==> src/hw/rtl/hee_pkg.sv <==
// Shared types, character constants and decode helpers for the HTML entity escaper.
package hee_pkg;

  localparam int unsigned UnitW  = 16;
  localparam int unsigned CharW  = 7;
  localparam int unsigned PosW   = 3;
  localparam int unsigned ThrW   = 17;

  typedef logic [UnitW-1:0] unit_t;
  typedef logic [CharW-1:0] char_t;
  typedef logic [PosW-1:0]  pos_t;
  typedef logic [ThrW-1:0]  thr_t;

  typedef enum logic [2:0] {
    KIND_PLAIN,
    KIND_LT,
    KIND_GT,
    KIND_AMP,
    KIND_QUOT,
    KIND_APOS,
    KIND_NUM
  } kind_e;

  localparam char_t CH_AMP  = 7'h26;
  localparam char_t CH_HASH = 7'h23;
  localparam char_t CH_SEMI = 7'h3B;
  localparam char_t CH_ZERO = 7'h30;
  localparam char_t CH_LT   = 7'h3C;
  localparam char_t CH_GT   = 7'h3E;
  localparam char_t CH_QUOT = 7'h22;
  localparam char_t CH_APOS = 7'h27;
  localparam char_t CH_L    = 7'h6C;
  localparam char_t CH_T    = 7'h74;
  localparam char_t CH_G    = 7'h67;
  localparam char_t CH_A    = 7'h61;
  localparam char_t CH_M    = 7'h6D;
  localparam char_t CH_P    = 7'h70;
  localparam char_t CH_Q    = 7'h71;
  localparam char_t CH_U    = 7'h75;
  localparam char_t CH_O    = 7'h6F;
  localparam char_t CH_S    = 7'h73;

  localparam unit_t NumThreshold = 16'd128;

  // One character of the escaped run, handed to the output register.
  typedef struct packed {
    char_t ch;
    logic  last;
    unit_t rem_next;
  } gen_t;

  function automatic kind_e classify(unit_t u);
    kind_e k;
    k = KIND_PLAIN;
    if (u == {9'd0, CH_LT}) begin
      k = KIND_LT;
    end else if (u == {9'd0, CH_GT}) begin
      k = KIND_GT;
    end else if (u == {9'd0, CH_AMP}) begin
      k = KIND_AMP;
    end else if (u == {9'd0, CH_QUOT}) begin
      k = KIND_QUOT;
    end else if (u == {9'd0, CH_APOS}) begin
      k = KIND_APOS;
    end else if (u >= NumThreshold) begin
      k = KIND_NUM;
    end
    return k;
  endfunction

  // Position of the closing ';' in a named entity.
  function automatic pos_t entity_last(kind_e k);
    pos_t p;
    case (k)
      KIND_LT:   p = 3'd3;
      KIND_GT:   p = 3'd3;
      KIND_AMP:  p = 3'd4;
      KIND_QUOT: p = 3'd5;
      KIND_APOS: p = 3'd5;
      default:   p = 3'd0;
    endcase
    return p;
  endfunction

  function automatic char_t entity_char(kind_e k, pos_t p);
    char_t c;
    c = CH_SEMI;
    if (p == 3'd0) begin
      c = CH_AMP;
    end else begin
      case (k)
        KIND_LT: begin
          case (p)
            3'd1:    c = CH_L;
            3'd2:    c = CH_T;
            default: c = CH_SEMI;
          endcase
        end
        KIND_GT: begin
          case (p)
            3'd1:    c = CH_G;
            3'd2:    c = CH_T;
            default: c = CH_SEMI;
          endcase
        end
        KIND_AMP: begin
          case (p)
            3'd1:    c = CH_A;
            3'd2:    c = CH_M;
            3'd3:    c = CH_P;
            default: c = CH_SEMI;
          endcase
        end
        KIND_QUOT: begin
          case (p)
            3'd1:    c = CH_Q;
            3'd2:    c = CH_U;
            3'd3:    c = CH_O;
            3'd4:    c = CH_T;
            default: c = CH_SEMI;
          endcase
        end
        KIND_APOS: begin
          case (p)
            3'd1:    c = CH_A;
            3'd2:    c = CH_P;
            3'd3:    c = CH_O;
            3'd4:    c = CH_S;
            default: c = CH_SEMI;
          endcase
        end
        default: c = CH_SEMI;
      endcase
    end
    return c;
  endfunction

  // d times ten to the power k, for the digit compare ladder.
  function automatic thr_t digit_thr(logic [2:0] k, logic [3:0] d);
    thr_t pw;
    case (k)
      3'd0:    pw = 17'd1;
      3'd1:    pw = 17'd10;
      3'd2:    pw = 17'd100;
      3'd3:    pw = 17'd1000;
      3'd4:    pw = 17'd10000;
      default: pw = 17'd0;
    endcase
    return thr_t'(pw * {13'd0, d});
  endfunction

endpackage

==> src/hw/rtl/hee_char_gen.sv <==
// Character generator: picks one character of the escaped run and the next remainder.
module hee_char_gen
  import hee_pkg::*;
(
  input  unit_t unit_i,
  input  pos_t  pos_i,
  input  unit_t rem_i,
  output gen_t  gen_o
);

  kind_e      kind;
  logic [2:0] num_digits;
  logic [2:0] pow_idx;
  logic [3:0] digit;
  thr_t       sub;
  thr_t       thr;

  always_comb begin
    kind = classify(unit_i);

    // Units that reach the numeric path are at least 128, so three digits minimum.
    if (unit_i >= 16'd10000) begin
      num_digits = 3'd5;
    end else if (unit_i >= 16'd1000) begin
      num_digits = 3'd4;
    end else begin
      num_digits = 3'd3;
    end

    pow_idx = 3'(num_digits + 3'd1 - pos_i);

    // Remainder stays below ten times the current power: one compare per digit value.
    digit = 4'd0;
    sub   = '0;
    for (int d = 1; d <= 9; d++) begin
      thr = digit_thr(pow_idx, 4'(d));
      if ({1'b0, rem_i} >= thr) begin
        digit = 4'(d);
        sub   = thr;
      end
    end

    gen_o.rem_next = rem_i;
    gen_o.last     = 1'b0;
    gen_o.ch       = unit_i[CharW-1:0];

    case (kind)
      KIND_PLAIN: begin
        gen_o.ch   = unit_i[CharW-1:0];
        gen_o.last = 1'b1;
      end
      KIND_NUM: begin
        if (pos_i == 3'd0) begin
          gen_o.ch = CH_AMP;
        end else if (pos_i == 3'd1) begin
          gen_o.ch = CH_HASH;
        end else if (pos_i == 3'(num_digits + 3'd2)) begin
          gen_o.ch   = CH_SEMI;
          gen_o.last = 1'b1;
        end else begin
          gen_o.ch       = CH_ZERO + {3'd0, digit};
          gen_o.rem_next = rem_i - sub[UnitW-1:0];
        end
      end
      default: begin
        gen_o.ch   = entity_char(kind, pos_i);
        gen_o.last = (pos_i == entity_last(kind));
      end
    endcase
  end

endmodule

==> src/hw/rtl/html_entity_escaper_unit.sv <==
// HTML entity escaper top level: input register, character generator, output register.
// An accepted code unit is held in the input register; each of its characters passes through the output register.
// Throughput: one character per cycle, set by the single output register that moves one character
// a beat, while the output is not stalled; an item has 1 character for a plain unit, 4 to 6 for
// a named entity and 6 to 8 for a numeric one.
// Reset clears both valid flags and the run position; payload registers are not reset.
module html_entity_escaper_unit
  import hee_pkg::*;
(
  input  logic  clk_i,
  input  logic  rst_ni,
  input  logic  in_valid_i,
  output logic  in_stall_o,
  input  unit_t code_unit_i,
  output logic  out_valid_o,
  input  logic  out_stall_i,
  output char_t out_char_o,
  output logic  last_of_run_o
);

  logic  in_valid_q;
  unit_t unit_q;
  unit_t rem_q;
  pos_t  pos_q;

  logic  out_valid_q;
  char_t out_char_q;
  logic  last_q;

  gen_t  gen;
  logic  out_free;
  logic  emit;
  logic  done;
  logic  accept;

  hee_char_gen u_char_gen (
    .unit_i (unit_q),
    .pos_i  (pos_q),
    .rem_i  (rem_q),
    .gen_o  (gen)
  );

  assign out_free   = !out_valid_q || !out_stall_i;
  assign emit       = in_valid_q && out_free;
  assign done       = emit && gen.last;
  assign in_stall_o = in_valid_q && !done;
  assign accept     = in_valid_i && !in_stall_o;

  always_ff @(posedge clk_i or negedge rst_ni) begin
    if (!rst_ni) begin
      in_valid_q  <= 1'b0;
      pos_q       <= '0;
      out_valid_q <= 1'b0;
    end else begin
      if (accept) begin
        in_valid_q <= 1'b1;
        pos_q      <= '0;
      end else if (done) begin
        in_valid_q <= 1'b0;
      end else if (emit) begin
        pos_q <= pos_q + 3'd1;
      end

      if (emit) begin
        out_valid_q <= 1'b1;
      end else if (!out_stall_i) begin
        out_valid_q <= 1'b0;
      end
    end
  end

  always_ff @(posedge clk_i) begin
    if (accept) begin
      unit_q <= code_unit_i;
      rem_q  <= code_unit_i;
    end else if (emit) begin
      rem_q <= gen.rem_next;
    end

    if (emit) begin
      out_char_q <= gen.ch;
      last_q     <= gen.last;
    end
  end

  assign out_valid_o   = out_valid_q;
  assign out_char_o    = out_char_q;
  assign last_of_run_o = last_q;

endmodule

==> config.mk <==
export PLATFORM = sky130hd
export DESIGN_NAME = html_entity_escaper_unit
export DESIGN_NICKNAME = d
export VERILOG_FILES = /design/src/hw/rtl/hee_pkg.sv /design/src/hw/rtl/hee_char_gen.sv /design/src/hw/rtl/html_entity_escaper_unit.sv
export SDC_FILE = /design/constraint.sdc
export NUM_CORES = 1
export LEC_CHECK = 0
export BUFFER_PORTS_ARGS = -buffer_cell sky130_fd_sc_hd__buf_2
export CAP_MARGIN = 25
export CORE_UTILIZATION = 27
export CTS_CLUSTER_SIZE = 12
export DETAILED_ROUTE_END_ITERATION = 10
export REMOVE_ABC_BUFFERS = 1
export SYNTH_ARGS = -nofsm -noshare
export SYNTH_HDL_FRONTEND = slang
export SYNTH_SLANG_ARGS = --single-unit
export TNS_END_PERCENT = 20
==> constraint.sdc <==
create_clock -name clk_i -period 16.8 [get_ports clk_i]
set_input_delay 0.84 -clock clk_i [delete_from_list [all_inputs] [get_ports clk_i]]
set_output_delay 0.84 -clock clk_i [all_outputs]
set_load 0.01 [all_outputs]
Word-level counts from Yosys, hierarchy flattened

Cells that the tools add are included.

Input port bits: 20
Output and inout bits: 10
Register bits: 45
Logic and storage cells: 130

Magnitude comparators: 12
Reduce and logical (&&, ||, !) cells: 20
Add/subtract/negate cells: 6
Mux-type cells: 54
Equal/unequal tests: 26
Multipliers: 5

Operators by type and width:

| cell                  | count |
|---|---|
| $mux 16               | 11 |
| $ge 16x17->1          | 6 |
| $eq 16x6->1 const B   | 5 |
| $pmux 14 s5           | 1 |
| $pmux 7 s4            | 2 |
| $mux 3                | 16 |
| $pmux 7 s5            | 1 |
| $mul 14x3->17 const B | 2 |
| $mux 17               | 2 |
| $mul 14x2->16 const B | 2 |
| $mux 7                | 4 |
| $pmux 7 s2            | 2 |
| $pmux 7 s3            | 1 |
| $eq 3x2->1 const B    | 6 |
| $mul 14x4->17 const B | 1 |
| $ge 16x10->1 const B  | 1 |
| $ge 16x14->1          | 1 |
| $ge 16x14->1 const B  | 1 |
| $ge 16x15->1          | 1 |
| $ge 16x16->1          | 1 |
| $ge 16x8->1 const B   | 1 |
| $pmux 8 s2            | 1 |
| $sub 16x16->16        | 1 |
| $eq 3x3->1 const B    | 5 |
| 22 further kinds      | 48 |

Depth between registers and ports, before layout

Word-level depth: 29
Depth in mapped cells: 43

Cells and area by module

Synthesis repeated with hierarchy kept, for this count alone.

Cells, all modules: 963
Area, all modules: 7978.9 um^2

By module, submodules not included:

| module                   | area an instance (um^2) | instances | cells each |
|---|---|---|---|
| hee_char_gen             | 6251.0                  | 1         | 875 |
| html_entity_escaper_unit | 1727.9                  | 1         | 88 |

Worst setup path after synthesis

Ideal clock, no wire load.

Kind: register to register
Start: register unit_q[12]
End: register rem_q[15] (data pin)
Arrival time: 9.289 ns
Setup slack: 7.252 ns
Cell stages (with the launch flop): 42
Period minus slack after synthesis: 9.548 ns
Path through: edfxtp_1 or4_4 nor3_2 nand2_1 ha_1 inv_1 ha_1 xnor2_1 xnor2_1 o21ai_2 nand3_1 clkbuf_1 ha_1 a221o_1 inv_1 ha_1 ha_1 fa_1 [... 6 more ...] ha_1 a211o_1 a21oi_1 o211ai_1 o32ai_1 and2_0 clkbuf_1 a31oi_1 o22ai_1 ha_1 or4_1 o211ai_1 o21ba_2 o221a_2 o41ai_1 o21a_1 o21a_1 o31ai_1

Longest elaborated chain between the ends: 24

Ends and longest elaborated chain:

| what                                                  | RTL line                       | RTL |
|---|---|---|
| start, declared                                       | html_entity_escaper_unit.sv:22 | `unit_t unit_q;` |
| start signal, assigned                                | html_entity_escaper_unit.sv:74 | `unit_q <= code_unit_i;` |
| branches (longest 23 deep; another with $ge 16x17->1) | --                             |  |
| $mux 16 (*)                                           | html_entity_escaper_unit.sv:73 | `if (accept) begin` |
| end signal, assigned                                  | html_entity_escaper_unit.sv:75 | `rem_q <= code_unit_i;` |
| end signal, assigned                                  | html_entity_escaper_unit.sv:77 | `rem_q <= gen.rem_next;` |
| end, declared                                         | html_entity_escaper_unit.sv:23 | `unit_t rem_q;` |

Every way passes the cells marked *. The select of a mux whose other input is x is not followed.
A chain may end at the register's enable or synchronous reset.

Final worst setup path

Ends and elaborated chain as after synthesis.

==> metrics.csv <==
metric,value,unit
"Max FO, Critical Path",21,
ant diodes,0,
Mapped Area,8054,sq um
"most used cell, CP",ha_1,
Final WS setup,5.498,ns
post-synthesis cell count,971,
row cnt,62,
min Tclk post-route,11.30,ns
Slew Limit Headroom,36.35,%
type of origin of the critical path,flip-flop,
die area,30520,sq um
Fmax achieved,88.48,MHz
first-pass GRT wire length,45240,um
slowest cell on the critical path,o41a_1,
total CTS buffers,5,
clk_skew,0.002648,ns
Max-Cap Viols,0,
"Setup violations, final",0,
DRC Markers,0,
Clock Latency Late Sink,0.29,ns
fraction of registers with async set/reset,11.11,%
Setup Buffers After CTS,0,
CTS tree,yes,
crit share post-route,67.27,%
via count,8060,
Synth Register Bits,45,
drt total wl,29370,um
"EDFF count, synth",40,
Post-DRT Antenna Nets,0,
clk sinks,45,
Routed WL per cell,21.28,um
FF-to-FF setup slack,5.50,ns
share of cells above drive strength 1,8.635,%
Post-Syn Area per Cell,8.295,sq um
NumNets Final,1186,
worst slew pin tran,0.9512,ns
H-tree depth,2,
antenna violations before repair,0,
Fillers,3124,
Hold Crit Class,primary input to asynchronous set/reset pin,
RePlAce Congestion,0.9676,
area grow syn2layout,10.02,%
CP Class,flip-flop to flip-flop,
YS warnings,0,
Core ar.,29010,sq um
Boundary Pins,30,
clk root buf,clkbuf_16,
"commonest non-fill, non-tap cells in the layout","ha_1, a21oi_1, nand2_1",
largest net degree at the start of global routing,49,
Synth Flop Type,edfxtp_1,
drt pass-1 iters,5,
"Largest stage delay, worst path",0.69,ns
status,completed,
number of vias per cell,5.841,
post-place setup slack,5.633,ns
initial detailed-routing violation count,910,
global-route total usage across every layer,19.00,%
Fin Setup TNS,0,ns
CP Capture Type,flip-flop,
Final Max Tran Viols,0,
FF-to-FF path depth,39,
"Hold-fix buffers, CTS",0,
"commonest non-fill, non-tap cell in the layout",ha_1,
count of input and output buffers,29,
Congestion Overflow GR,0,
Fin. Hold Viols,0,
arrival time worst endpoint,11.41,ns
vias in the first global route,7679,
die width,174.7,um
Die Y,174.7,um
"Distinct cells, synth",84,
clock tree buffer depth,2,
DP Wirelength,22980,um
"Seq/Total Area, Yosys",16.47,%
"Clk pin slew, worst setup/hold paths",0.07,ns
post_cts resized,0,
Starting Density,27.76,%
RSZ-0062 raised after global routing,false,
CP required,16.91,ns
==> path summary, 6_finish.rpt <==
check                            from         to
setup reg to reg           unit_q[12]  rem_q[15]
min in group clk_i         in_valid_q   pos_q[0]
setup / recovery           unit_q[12]  rem_q[15]
hold reg to reg            in_valid_q   pos_q[0]
max in group asynchronous      rst_ni   pos_q[1]
hold / removal                 rst_ni   pos_q[0]
==> cell type report <==
class	instances	area, sq um	share of cell area (%)
Multi-Input combinational cell	833	6386	72.07
Sequential cell	45	1326	14.97
Tap cell	384	480.5	5.422
Timing Repair Buffer	46	272.8	3.078
Inverter	64	245.2	2.768
Clock buffer	5	125.1	1.412
Clock inverter	3	25.02	0.2824
==> registers in the layout, indices dropped and copies added (netlist names) <==
register,count
out_valid_o,1
in_valid_q,1
pos_q,3
rem_q,16
unit_q,16
out_char_o,7
last_of_run_o,1
==> critical path: cells and delay by family (launching register included) <==
kind | cells | cell delay [ns]
flip-flops | 1 | 0.42
XOR/XNOR | 2 | 0.46
AND/OR/NAND/NOR | 11 | 2.87
AO/OA/AOI/OAI | 16 | 4.39
adder cells (fa/ha/maj) | 7 | 2.22
buffers and inverters | 3 | 0.76
==> cell families (layout without fill, tap and decap cells) <==
| kind of cell | count (synthesis) | in the layout | synth area share (%) |
|---|---|---|---|
| multiplexers | 2 | 2 | 0.2486 |
| flip-flops | 45 | 45 | 16.47 |
| buffers and inverters | 94 | 118 | 4.567 |
| AND/OR/NAND/NOR | 288 | 288 | 18.39 |
| AO/OA/AOI/OAI | 336 | 336 | 29.08 |
| adder cells (fa/ha/maj) | 171 | 171 | 27.50 |
| XOR/XNOR | 34 | 34 | 3.697 |
| other | 1 | 2 | 0.04656 |
==> per-stage QoR <==
| step | utilization [%] | hold WS, ns | area, sq um | instances |
|---|---|---|---|---|
| finish | 30.54 | 0.3497 | 8861 | 1380 |
| global route | 30.54 | 0.3486 | 8861 | 1380 |
| CTS | 30.54 | 0.3439 | 8861 | 1380 |
| detailed placement | 30.02 | 0.5446 | 8711 | 1372 |
| global placement | 30.02 | 0.5373 | 8711 | 1372 |
| floorplan | - | 0.4983 | 7935 | 942 |
==> routing by layer <==
metal | GRT usage [%] | routed length [um]
met1 | 26.89 | 13680
met2 | 29.79 | 12870
met3 | 2.524 | 2032
met5 | 0 | 0
met4 | 5.688 | 787
==> Yosys cell counts, types with 18 or more instances <==
library cell,count,share of area (%)
o21ai_0,51,3.2
nand3_1,34,2.1
nor2_1,58,2.7
o31ai_1,18,1.7
nor3_1,30,1.9
ha_1,161,25
a21oi_1,71,4.4
xnor2_1,19,2.1
inv_1,60,2.8
a21o_1,21,2.0
nand2_1,69,3.2
edfxtp_1,40,15
clkbuf_1,24,1.1
Power is left out: the tool's default activity adds up to more than one toggle a clock period on the data nets, which glitch-free logic cannot reach.
